$ cat config.mk
export PLATFORM = sky130hd
export DESIGN_NAME = stick_slip_bow_friction_flat
export DESIGN_NICKNAME = d
export VERILOG_FILES = /design/src/rtl/ssbf_pkg.sv /design/src/rtl/ssbf_if.sv /design/src/rtl/stick_slip_bow_friction.sv /design/src/flat_wrapper.sv
export VERILOG_INCLUDE_DIRS = /design/src /design/src/rtl
export SDC_FILE = /design/constraint.sdc
export NUM_CORES = 1
export LEC_CHECK = 0
export ABC_AREA = 1
export ABC_CLOCK_PERIOD_IN_PS = 10900
export BUFFER_PORTS_ARGS = -buffer_cell sky130_fd_sc_hd__buf_2
export CAP_MARGIN = 40
export CORE_AREA = 3 3 227 229
export DETAILED_ROUTE_END_ITERATION = 10
export DIE_AREA = 0 0 230 232
export GPL_TIMING_DRIVEN = 0
export PLACE_DENSITY = 0.67
export RECOVER_POWER = 25
export SLEW_MARGIN = 20
export SYNTH_ARGS = -nofsm -noshare
export SYNTH_HDL_FRONTEND = slang
export SYNTH_SLANG_ARGS = --single-unit
$ cat constraint.sdc
create_clock -name clk_i -period 10.9 [get_ports clk_i]
set_input_delay 2.18 -clock clk_i [delete_from_list [all_inputs] [get_ports clk_i]]
set_output_delay 2.18 -clock clk_i [all_outputs]
set_load 0.02 [all_outputs]
$ cat src/rtl/stick_slip_bow_friction_assert.svh
// Assertion macros shared by the bow friction RTL.
// Every check samples on clk_i and is off while rst_ni is low.
`ifndef STICK_SLIP_BOW_FRICTION_ASSERT_SVH
`define STICK_SLIP_BOW_FRICTION_ASSERT_SVH

// Plain property check.
`define SSBF_ASSERT(lbl, prop) \
  lbl: assert property (@(posedge clk_i) disable iff (!rst_ni) prop) \
    else $error("ssbf check failed");

// Same-cycle implication check.
`define SSBF_ASSERT_IMP(lbl, ante, cons) \
  `SSBF_ASSERT(lbl, (ante) |-> (cons))

`endif

$ cat src/rtl/ssbf_pkg.sv
`timescale 1ns / 1ps

package ssbf_pkg;

  // Field widths
  localparam int DATA_W     = 32;
  localparam int PRESS_W    = 31;
  localparam int FRAC_W     = 16;
  localparam int CFG_IDX_W  = 2;

  // Digit-serial adders: operands extended so sums never wrap
  localparam int DIGIT_W    = 4;
  localparam int EXT_W      = 36;
  localparam int NUM_DIGITS = EXT_W / DIGIT_W;

  // Divider: quotient never exceeds press_force, denominator below 2^33
  localparam int QUOT_W     = PRESS_W;
  localparam int DEN_W      = 33;
  localparam int NUM_SPLIT  = QUOT_W - FRAC_W;
  localparam int CNT_W      = 5;

  // 1.0 in Q16.16, added to |relative velocity|
  localparam logic [EXT_W-1:0] DENOM_BIAS =
    {{(EXT_W-FRAC_W-1){1'b0}}, 1'b1, {FRAC_W{1'b0}}};

  typedef enum logic [CFG_IDX_W-1:0] {
    CFG_BOW_SPEED   = 2'd0,
    CFG_PRESS_FORCE = 2'd1,
    CFG_ENABLED     = 2'd2
  } cfg_idx_e;

  typedef enum logic [2:0] {
    ST_IDLE,
    ST_ADD1,
    ST_SETUP2,
    ST_ADD2,
    ST_SETUP_DIV,
    ST_DIV,
    ST_EMIT
  } state_e;

  // What a tick has to compute
  typedef enum logic [1:0] {
    KIND_STICK,
    KIND_SNAP,
    KIND_SLIP
  } kind_e;

  function automatic logic [EXT_W-1:0] sext_ext(input logic [DATA_W-1:0] v);
    return {{(EXT_W-DATA_W){v[DATA_W-1]}}, v};
  endfunction

  // Clamp an extended sum to the signed 32-bit range
  function automatic logic [DATA_W-1:0] sat_data(input logic [EXT_W-1:0] v);
    logic [EXT_W-DATA_W:0] top;
    top = v[EXT_W-1:DATA_W-1];
    if ((&top) || (~|top)) begin
      return v[DATA_W-1:0];
    end else if (v[EXT_W-1]) begin
      return {1'b1, {(DATA_W-1){1'b0}}};
    end else begin
      return {1'b0, {(DATA_W-1){1'b1}}};
    end
  endfunction

endpackage

$ cat src/rtl/ssbf_if.sv
`timescale 1ns / 1ps

// Tick input channel
interface ssbf_in_if import ssbf_pkg::*; ();
  logic                     valid;
  logic                     ready;
  logic signed [DATA_W-1:0] cell_velocity;
  logic signed [DATA_W-1:0] cell_position;

  modport source (output valid, output cell_velocity, output cell_position, input ready);
  modport sink   (input valid, input cell_velocity, input cell_position, output ready);
endinterface

// Force result channel
interface ssbf_out_if import ssbf_pkg::*; ();
  logic                     valid;
  logic                     ready;
  logic signed [DATA_W-1:0] applied_force;
  logic                     slipping;

  modport source (output valid, output applied_force, output slipping, input ready);
  modport sink   (input valid, input applied_force, input slipping, output ready);
endinterface

// Register write channel
interface ssbf_cfg_if import ssbf_pkg::*; ();
  logic                 valid;
  logic                 ready;
  logic [CFG_IDX_W-1:0] reg_index;
  logic [DATA_W-1:0]    wdata;

  modport source (output valid, output reg_index, output wdata, input ready);
  modport sink   (input valid, input reg_index, input wdata, output ready);
endinterface

$ cat src/rtl/stick_slip_bow_friction.sv
`timescale 1ns / 1ps
// Channel | Dir | Word
// in_i    | in  | cell_velocity, cell_position (signed Q16.16)
// out_o   | out | applied_force (signed Q16.16), slipping
// cfg_i   | in  | reg_index, wdata (always ready)
// A disabled tick is only accepted; a slip tick that returns to stick goes straight to the
// result, a stick tick runs both add passes, and a slip tick that divides adds the divider.
// The two 9-digit serial add passes (4 bits a cycle) and the 31-step restoring
// divider do the arithmetic; a new tick is taken only once the last one is done.
// A result waits in the output register while the next tick is taken and worked on.
// Reset puts the block in stick mode with zero position and force, ready at once.

module stick_slip_bow_friction import ssbf_pkg::*; (
  input  logic     clk_i,
  input  logic     rst_ni,
  ssbf_in_if.sink   in_i,
  ssbf_out_if.source out_o,
  ssbf_cfg_if.sink  cfg_i
);

  // Configuration registers
  logic [DATA_W-1:0]  bow_speed_q;
  logic [PRESS_W-1:0] press_force_q;
  logic               enabled_q;

  // Tick state
  state_e             state_q, state_d;
  kind_e              kind_q, kind_d;
  logic [CNT_W-1:0]   cnt_q;
  logic               slip_q;
  logic [DATA_W-1:0]  bow_pos_q;
  logic [DATA_W-1:0]  held_q;

  // Captured input word
  logic [DATA_W-1:0]  cell_pos_q;

  // Two digit-serial adders
  logic [EXT_W-1:0]   a1_q, b1_q, r1_q;
  logic [EXT_W-1:0]   a2_q, b2_q, r2_q;
  logic               c1_q, c2_q;
  logic [DIGIT_W:0]   s1, s2;

  // Restoring divider
  logic [DEN_W-1:0]   rem_q, denom_q, rem_n;
  logic [QUOT_W-1:0]  num_q, quot_q;
  logic [DEN_W+1:0]   trial;
  logic [DEN_W:0]     rem_shift;
  logic               div_ge;

  // Result path
  logic [DATA_W-1:0]  out_force_q;
  logic               out_slip_q;
  logic               out_valid_q;
  logic               out_free;
  logic [DATA_W-1:0]  stick_force;
  logic               over_press;
  logic               slip_n;
  logic [DATA_W-1:0]  held_n;

  // Control strobes
  logic               in_fire;
  logic               tick_start;
  logic               digit_last;
  logic               div_last;
  logic               emit_fire;

  // Configuration writes
  assign cfg_i.ready = 1'b1;

  always_ff @(posedge clk_i or negedge rst_ni) begin
    if (!rst_ni) begin
      bow_speed_q   <= '0;
      press_force_q <= PRESS_W'(1) << FRAC_W;
      enabled_q     <= 1'b1;
    end else if (cfg_i.valid) begin
      unique case (cfg_idx_e'(cfg_i.reg_index))
        CFG_BOW_SPEED:   bow_speed_q   <= cfg_i.wdata;
        CFG_PRESS_FORCE: press_force_q <= cfg_i.wdata[PRESS_W-1:0];
        CFG_ENABLED:     enabled_q     <= cfg_i.wdata[0];
        default: ;
      endcase
    end
  end

  // Handshake strobes
  assign in_fire    = in_i.valid && in_i.ready;
  assign tick_start = in_fire && enabled_q;
  assign out_free   = !out_valid_q || out_o.ready;
  assign digit_last = (cnt_q == CNT_W'(NUM_DIGITS - 1));
  assign div_last   = (cnt_q == CNT_W'(QUOT_W - 1));

  // Classify the tick from the current mode and the cell velocity sign
  always_comb begin
    if (!slip_q) begin
      kind_d = KIND_STICK;
    end else if (!in_i.cell_velocity[DATA_W-1]) begin
      kind_d = KIND_SNAP;
    end else begin
      kind_d = KIND_SLIP;
    end
  end

  // Next state
  always_comb begin
    state_d = state_q;
    unique case (state_q)
      ST_IDLE:      if (tick_start) state_d = (kind_d == KIND_SNAP) ? ST_EMIT : ST_ADD1;
      ST_ADD1:      if (digit_last) state_d = ST_SETUP2;
      ST_SETUP2:    state_d = ST_ADD2;
      ST_ADD2:      if (digit_last) state_d = (kind_q == KIND_STICK) ? ST_EMIT : ST_SETUP_DIV;
      ST_SETUP_DIV: state_d = ST_DIV;
      ST_DIV:       if (div_last) state_d = ST_EMIT;
      ST_EMIT:      if (out_free) state_d = ST_IDLE;
      default:      state_d = ST_IDLE;
    endcase
  end

  // State outputs
  always_comb begin
    in_i.ready = (state_q == ST_IDLE);
    emit_fire  = (state_q == ST_EMIT) && out_free;
  end

  always_ff @(posedge clk_i or negedge rst_ni) begin
    if (!rst_ni) begin
      state_q <= ST_IDLE;
      kind_q  <= KIND_STICK;
      cnt_q   <= '0;
    end else begin
      state_q <= state_d;
      if (tick_start) begin
        kind_q <= kind_d;
      end
      // Count digits and divider steps; clear between passes
      if (state_q == ST_ADD1 || state_q == ST_ADD2 || state_q == ST_DIV) begin
        cnt_q <= cnt_q + CNT_W'(1);
      end else begin
        cnt_q <= '0;
      end
    end
  end

  // One digit of each adder per cycle
  assign s1 = {1'b0, a1_q[DIGIT_W-1:0]} + {1'b0, b1_q[DIGIT_W-1:0]} + {{DIGIT_W{1'b0}}, c1_q};
  assign s2 = {1'b0, a2_q[DIGIT_W-1:0]} + {1'b0, b2_q[DIGIT_W-1:0]} + {{DIGIT_W{1'b0}}, c2_q};

  // One quotient bit per cycle
  assign rem_shift = {rem_q, num_q[QUOT_W-1]};
  assign trial     = {1'b0, rem_shift} - {2'b00, denom_q};
  assign div_ge    = !trial[DEN_W+1];
  assign rem_n     = div_ge ? trial[DEN_W-1:0] : rem_shift[DEN_W-1:0];

  // Datapath shift registers
  always_ff @(posedge clk_i) begin
    unique case (state_q)
      ST_IDLE: begin
        // Pass 1: bow_position + bow_speed, and bow_speed - cell_velocity
        if (tick_start) begin
          cell_pos_q <= in_i.cell_position;
          a1_q       <= sext_ext(bow_pos_q);
          b1_q       <= sext_ext(bow_speed_q);
          c1_q       <= 1'b0;
          a2_q       <= sext_ext(bow_speed_q);
          b2_q       <= ~sext_ext(in_i.cell_velocity);
          c2_q       <= 1'b1;
        end
      end
      ST_ADD1, ST_ADD2: begin
        a1_q <= a1_q >> DIGIT_W;
        b1_q <= b1_q >> DIGIT_W;
        r1_q <= {s1[DIGIT_W-1:0], r1_q[EXT_W-1:DIGIT_W]};
        c1_q <= s1[DIGIT_W];
        a2_q <= a2_q >> DIGIT_W;
        b2_q <= b2_q >> DIGIT_W;
        r2_q <= {s2[DIGIT_W-1:0], r2_q[EXT_W-1:DIGIT_W]};
        c2_q <= s2[DIGIT_W];
      end
      ST_SETUP2: begin
        // Pass 2: new position - cell_position, and |relative velocity| + 1.0
        a1_q <= sext_ext(sat_data(r1_q));
        b1_q <= ~sext_ext(cell_pos_q);
        c1_q <= 1'b1;
        a2_q <= r2_q ^ {EXT_W{r2_q[EXT_W-1]}};
        b2_q <= DENOM_BIAS;
        c2_q <= r2_q[EXT_W-1];
      end
      ST_SETUP_DIV: begin
        // Numerator is press_force << 16; its upper part seeds the remainder
        denom_q <= r2_q[DEN_W-1:0];
        rem_q   <= DEN_W'(press_force_q[PRESS_W-1:NUM_SPLIT]);
        num_q   <= {press_force_q[NUM_SPLIT-1:0], {FRAC_W{1'b0}}};
      end
      ST_DIV: begin
        rem_q  <= rem_n;
        num_q  <= num_q << 1;
        quot_q <= {quot_q[QUOT_W-2:0], div_ge};
      end
      ST_EMIT: begin
        if (emit_fire) begin
          out_force_q <= held_n;
          out_slip_q  <= slip_n;
        end
      end
      default: ;
    endcase
  end

  // Final mode and force of the tick
  assign stick_force = sat_data(r1_q);
  assign over_press  = $signed(stick_force) > $signed({1'b0, press_force_q});

  always_comb begin
    unique case (kind_q)
      KIND_STICK: begin
        slip_n = over_press;
        held_n = over_press ? held_q : stick_force;
      end
      KIND_SNAP: begin
        slip_n = 1'b0;
        held_n = held_q;
      end
      KIND_SLIP: begin
        slip_n = 1'b1;
        held_n = {1'b0, quot_q};
      end
      default: begin
        slip_n = slip_q;
        held_n = held_q;
      end
    endcase
  end

  // Bow state updates
  always_ff @(posedge clk_i or negedge rst_ni) begin
    if (!rst_ni) begin
      slip_q    <= 1'b0;
      bow_pos_q <= '0;
      held_q    <= '0;
    end else begin
      if (state_q == ST_SETUP2) begin
        bow_pos_q <= sat_data(r1_q);
      end
      if (emit_fire) begin
        slip_q <= slip_n;
        held_q <= held_n;
        if (kind_q == KIND_SNAP) begin
          bow_pos_q <= cell_pos_q;
        end
      end
    end
  end

  // Output register
  always_ff @(posedge clk_i or negedge rst_ni) begin
    if (!rst_ni) begin
      out_valid_q <= 1'b0;
    end else if (emit_fire) begin
      out_valid_q <= 1'b1;
    end else if (out_o.ready) begin
      out_valid_q <= 1'b0;
    end
  end

  assign out_o.valid         = out_valid_q;
  assign out_o.applied_force = out_force_q;
  assign out_o.slipping      = out_slip_q;

  `include "stick_slip_bow_friction_assert.svh"

  `SSBF_ASSERT_IMP(a_div_kind, state_q == ST_DIV, kind_q == KIND_SLIP)
  `SSBF_ASSERT_IMP(a_div_rem, state_q == ST_DIV, rem_q < denom_q)
  `SSBF_ASSERT_IMP(a_div_denom, state_q == ST_DIV, denom_q >= DENOM_BIAS[DEN_W-1:0])
  `SSBF_ASSERT(a_out_from_emit, $rose(out_valid_q) |-> $past(state_q == ST_EMIT))

endmodule

$ cat src/flat_wrapper.sv
// flat-port wrapper written by rule: the top's interface ports become plain ports
module stick_slip_bow_friction_flat import ssbf_pkg::*;
  (clk_i, rst_ni, in_i_valid, in_i_cell_velocity, in_i_cell_position, in_i_ready, out_o_valid, out_o_applied_force, out_o_slipping, out_o_ready, cfg_i_valid, cfg_i_reg_index, cfg_i_wdata, cfg_i_ready);
  ssbf_in_if in_i_i ();
  ssbf_out_if out_o_i ();
  ssbf_cfg_if cfg_i_i ();
  input  logic clk_i;
  input  logic rst_ni;
  input wire logic [$bits(in_i_i.valid)-1:0] in_i_valid;
  input wire logic [$bits(in_i_i.cell_velocity)-1:0] in_i_cell_velocity;
  input wire logic [$bits(in_i_i.cell_position)-1:0] in_i_cell_position;
  output wire logic [$bits(in_i_i.ready)-1:0] in_i_ready;
  output wire logic [$bits(out_o_i.valid)-1:0] out_o_valid;
  output wire logic [$bits(out_o_i.applied_force)-1:0] out_o_applied_force;
  output wire logic [$bits(out_o_i.slipping)-1:0] out_o_slipping;
  input wire logic [$bits(out_o_i.ready)-1:0] out_o_ready;
  input wire logic [$bits(cfg_i_i.valid)-1:0] cfg_i_valid;
  input wire logic [$bits(cfg_i_i.reg_index)-1:0] cfg_i_reg_index;
  input wire logic [$bits(cfg_i_i.wdata)-1:0] cfg_i_wdata;
  output wire logic [$bits(cfg_i_i.ready)-1:0] cfg_i_ready;
  assign in_i_i.valid = in_i_valid;
  assign in_i_i.cell_velocity = in_i_cell_velocity;
  assign in_i_i.cell_position = in_i_cell_position;
  assign in_i_ready = in_i_i.ready;
  assign out_o_valid = out_o_i.valid;
  assign out_o_applied_force = out_o_i.applied_force;
  assign out_o_slipping = out_o_i.slipping;
  assign out_o_i.ready = out_o_ready;
  assign cfg_i_i.valid = cfg_i_valid;
  assign cfg_i_i.reg_index = cfg_i_reg_index;
  assign cfg_i_i.wdata = cfg_i_wdata;
  assign cfg_i_ready = cfg_i_i.ready;
  stick_slip_bow_friction u_core (.clk_i(clk_i), .rst_ni(rst_ni), .in_i(in_i_i), .out_o(out_o_i), .cfg_i(cfg_i_i));
endmodule
==> impl_metrics.csv <==
group,metric,value,unit
timing,fin_crit,4.880,ns
cts,clock_latency,0.61,ns
grt,grt_pass1_wl,108.2,mm
floorplanning,die_h,232,um
floorplanning,die_w,230,um
timing,min_period_over_period,0.4477,
synth,yosysWarnings,0,
critical_path,cp_max_fo,59,
layout,area_delta_synth_final,14.64,%
cts,clk_path_buf_depth,3,
cts,root_buffer,"clkbuf_16",
critical_path,cp-end-kind,"asynchronous set/reset pin",
routing,wl_per_cell,20.67,um
power,leakagePower,12.16,nW
synth,synth_area_leaders,"edfxtp_1 (47%), dfrtp_1 (14%), nand2_1 (9.3%)",
timing,hold_viol,0,
synth,synth_seq_area_share,0.6076,
timing,worst_pin_slew,3.640,ns
critical_path,crit_cells,1,
cts,cts_tree,"built",
critical_path,slowest_delay,2.50,ns
synth,synth_nets,2674,
critical_path,crit_path_top_delay_cell,"clkbuf_1",
place,dpl.hpwl,53.23,mm
critical_path,startpoint,"rst_ni",
floorplanning,start_util,0.4983,
layout,drive_above_1_share,0.1003,
layout,finalNetCount,2878,
critical_path,critical_path_class,"primary input to asynchronous set/reset pin",
timing,rsz0062_at_grt,"no",
cts,h-tree-depth,2,
synth,avgSynthCellArea,9.967,sq um
critical_path,timing.rr.start,"u_core.r1_q[35]$_DFFE_PN_",
timing,timing.fmax,204.9,MHz
synth,yosysMostFrequentCell,"nand2_1",
power,total_power,0.008805,W
timing,finalSetupTns,0,ns
floorplanning,ios,139,
cts,cts_buffers,54,
layout,multi_input_area,8162,sq um
synth,netlist_top_cells_count,"nand2_1 (614), edfxtp_1 (386), inv_1 (296)",
timing,finalSetupViolCount,0,
critical_path,arrival,4.76,ns
synth,synth_area,24850,sq um
place,dp_slack,6.349,ns
critical_path,crit_buf_inv,1,
min_path,hold_start,"u_core.r1_q[23]$_DFFE_PN_",
min_path,hold-path-cell-count,0,
power,ir_worst_vdd,0.1398,mV
cts,cts_hold_buf,0,
critical_path,cp.required,10.78,ns
job,maxCapViolations,3,
synth,ys_ff_latch,526,
cts,cts_sinks,526,
synth,yosys.area.top_type,"edfxtp_1",
routing,drt_iter0_drc,2176,
routing,vias,19086,
critical_path,cpLargestDelayFamily,"buffers and inverters",
timing,fin_ws,6.020,ns
floorplanning,die-area,53360,sq um
synth,synth.distinct_cells,47,
grt,grt_pass1_vias,18530,
timing,slew_headroom,-1.427,
grt,grtUsageTotal,0.2644,
timing,drv_slew,103,
place,place_congestion,0.9268,
critical_path,reg2reg_depth,17,
critical_path,crit_chain,"clkbuf_1",
layout,num-fill-cells,4381,
synth,synthCells,2493,
cts,post-cts-setup-buffer-count,0,
power,powerDensity,309.1,nW/um^2
grt,grt_overflow,0,
synth,synth_flop_cell,"edfxtp_1",
synth,synthArstFlopShare,0.2662,
cts,cts_resized,0,
status,outcome,"finished with violations",
timing,skew,0.01406,ns
layout,regArea,15100,sq um
synth,yosys.area.top_type_share,0.4665,
place,port_buffers,137,
routing,antenna_left,0,
synth,synth_edf_count,386,
routing,wirelength,70.58,mm
min_path,hold_class,"flip-flop to flip-flop",
routing,firstDrtPassIters,6,
grt,grt_max_degree,83,
floorplanning,core_area,49860,sq um
grt,antenna_found_initial,2,
floorplanning,row_count,82,
routing,drc,0,
routing,via_per_inst,5.589,
critical_path,cp-start-kind,"primary input",
status,violations,"max-capacitance violations, max-slew violations",
cts,clkTransAtPathRegs,0.06,ns
final cells by class:
type / instances / share of cell area
timing repair buffer: 148 / 0.03202
multi-input combinational: 1555 / 0.2865
tap: 672 / 0.02952
clock inverter: 30 / 0.01164
antenna: 1 / 0.00008784
clock buffer: 71 / 0.05398
inverter: 299 / 0.03940
sequential: 526 / 0.5300
buffer: 113 / 0.01691
power breakdown:
group | switching, W | internal (W) | leakage (nW) | total, W
registers | 0.000337 | 0.00320 | 5.52 | 0.00353
logic | 0.00230 | 0.00103 | 5.72 | 0.00333
clock network | 0.000805 | 0.00114 | 0.918 | 0.00194
total | 0.00344 | 0.00537 | 12.2 | 0.00880
sequential cells by signal, indices dropped and copies added, names as in the netlist, 2 cells and up:
| signal | cells |
|---|---|
| u_core.rem_q | 33 |
| u_core.denom_q | 33 |
| u_core.b1_q | 33 |
| u_core.bow_pos_q | 32 |
| u_core.quot_q | 31 |
| u_core.kind_q | 2 |
| u_core.out_o.applied_force | 32 |
| u_core.a2_q | 36 |
| u_core.num_q | 15 |
| u_core.r2_q | 36 |
| u_core.press_force_q | 31 |
| u_core.a1_q | 33 |
| u_core.cell_pos_q | 32 |
| u_core.r1_q | 36 |
| u_core.cnt_q | 5 |
| u_core.held_q | 32 |
| u_core.bow_speed_q | 32 |
| u_core.b2_q | 33 |
| u_core.state_q | 3 |
per-stage QoR:
stage	instances	hold slack (ns)	instance area [sq um]	util
3_3_place_gp	3302	0.4278	26380	0.5290
4_1_cts	3413	0.4432	28520	0.5721
6_report	3415	0.4432	28490	0.5713
5_1_grt	3414	0.4471	28480	0.5713
3_5_place_dp	3312	0.4296	26660	0.5346
2_1_floorplan	2493	0.4208	24850	-
cells by family (layout without fill, tap and decap cells):
| family | Yosys count | after routing | share of synthesized area |
|---|---|---|---|
| adder cells (fa/ha/maj) | 78 | 78 | 0.04079 |
| AO/OA/AOI/OAI | 501 | 501 | 0.1152 |
| other | 1 | 2 | 0.0001509 |
| XOR/XNOR | 62 | 62 | 0.02185 |
| multiplexers | 1 | 1 | 0.0004531 |
| buffers and inverters | 412 | 661 | 0.06430 |
| flip-flops | 526 | 526 | 0.6076 |
| AND/OR/NAND/NOR | 912 | 912 | 0.1497 |
final timing paths:
check	to	slack (ns)
setup / recovery	u_core.cnt_q[0]$_DFF_PN0_	6.02
hold / removal	u_core.r1_q[19]$_DFFE_PN_	0.44
setup reg to reg	u_core.out_o.applied_force[29]$_DFFE_PP_	6.20
hold reg to reg	u_core.r1_q[19]$_DFFE_PN_	0.44
max in group clk_i	u_core.out_o.applied_force[29]$_DFFE_PP_	6.20
min in group asynchronous	u_core.press_force_q[2]$_DFFE_PN0P_	2.80
cells in the final DEF (no fill, tap or decap), types with 8 or more instances in the layout:
cell type | Yosys | final
a21oi_1 | 121 | 121
a21oi_2 | 9 | 9
a22oi_1 | 29 | 29
a31oi_1 | 12 | 12
buf_1 | 8 | 8
buf_2 | 8 | 140
clkbuf_1 | 90 | 100
clkbuf_16 | 0 | 56
clkbuf_8 | 0 | 8
clkinv_2 | 0 | 12
dfrtp_1 | 138 | 138
edfxtp_1 | 386 | 386
ha_1 | 73 | 73
inv_1 | 296 | 295
nand2_1 | 614 | 613
nand3_1 | 97 | 97
nand4_1 | 37 | 37
nor2_1 | 141 | 141
o211ai_1 | 63 | 63
o21ai_0 | 205 | 205
o21ai_1 | 33 | 33
xnor2_1 | 47 | 47
xor2_1 | 15 | 15
layer usage:
| layer | vias up | routed length, um | global-route usage |
|---|---|---|---|
| met4 | 0 | 1867 | 0.08301 |
| met1 | 9264 | 31570 | 0.3978 |
| met2 | 841 | 30730 | 0.3903 |
| met3 | 109 | 6412 | 0.04870 |
| li1 | 8872 | - | - |
| met5 | - | 0 | 0 |
(Power assumes the default switching activity.)
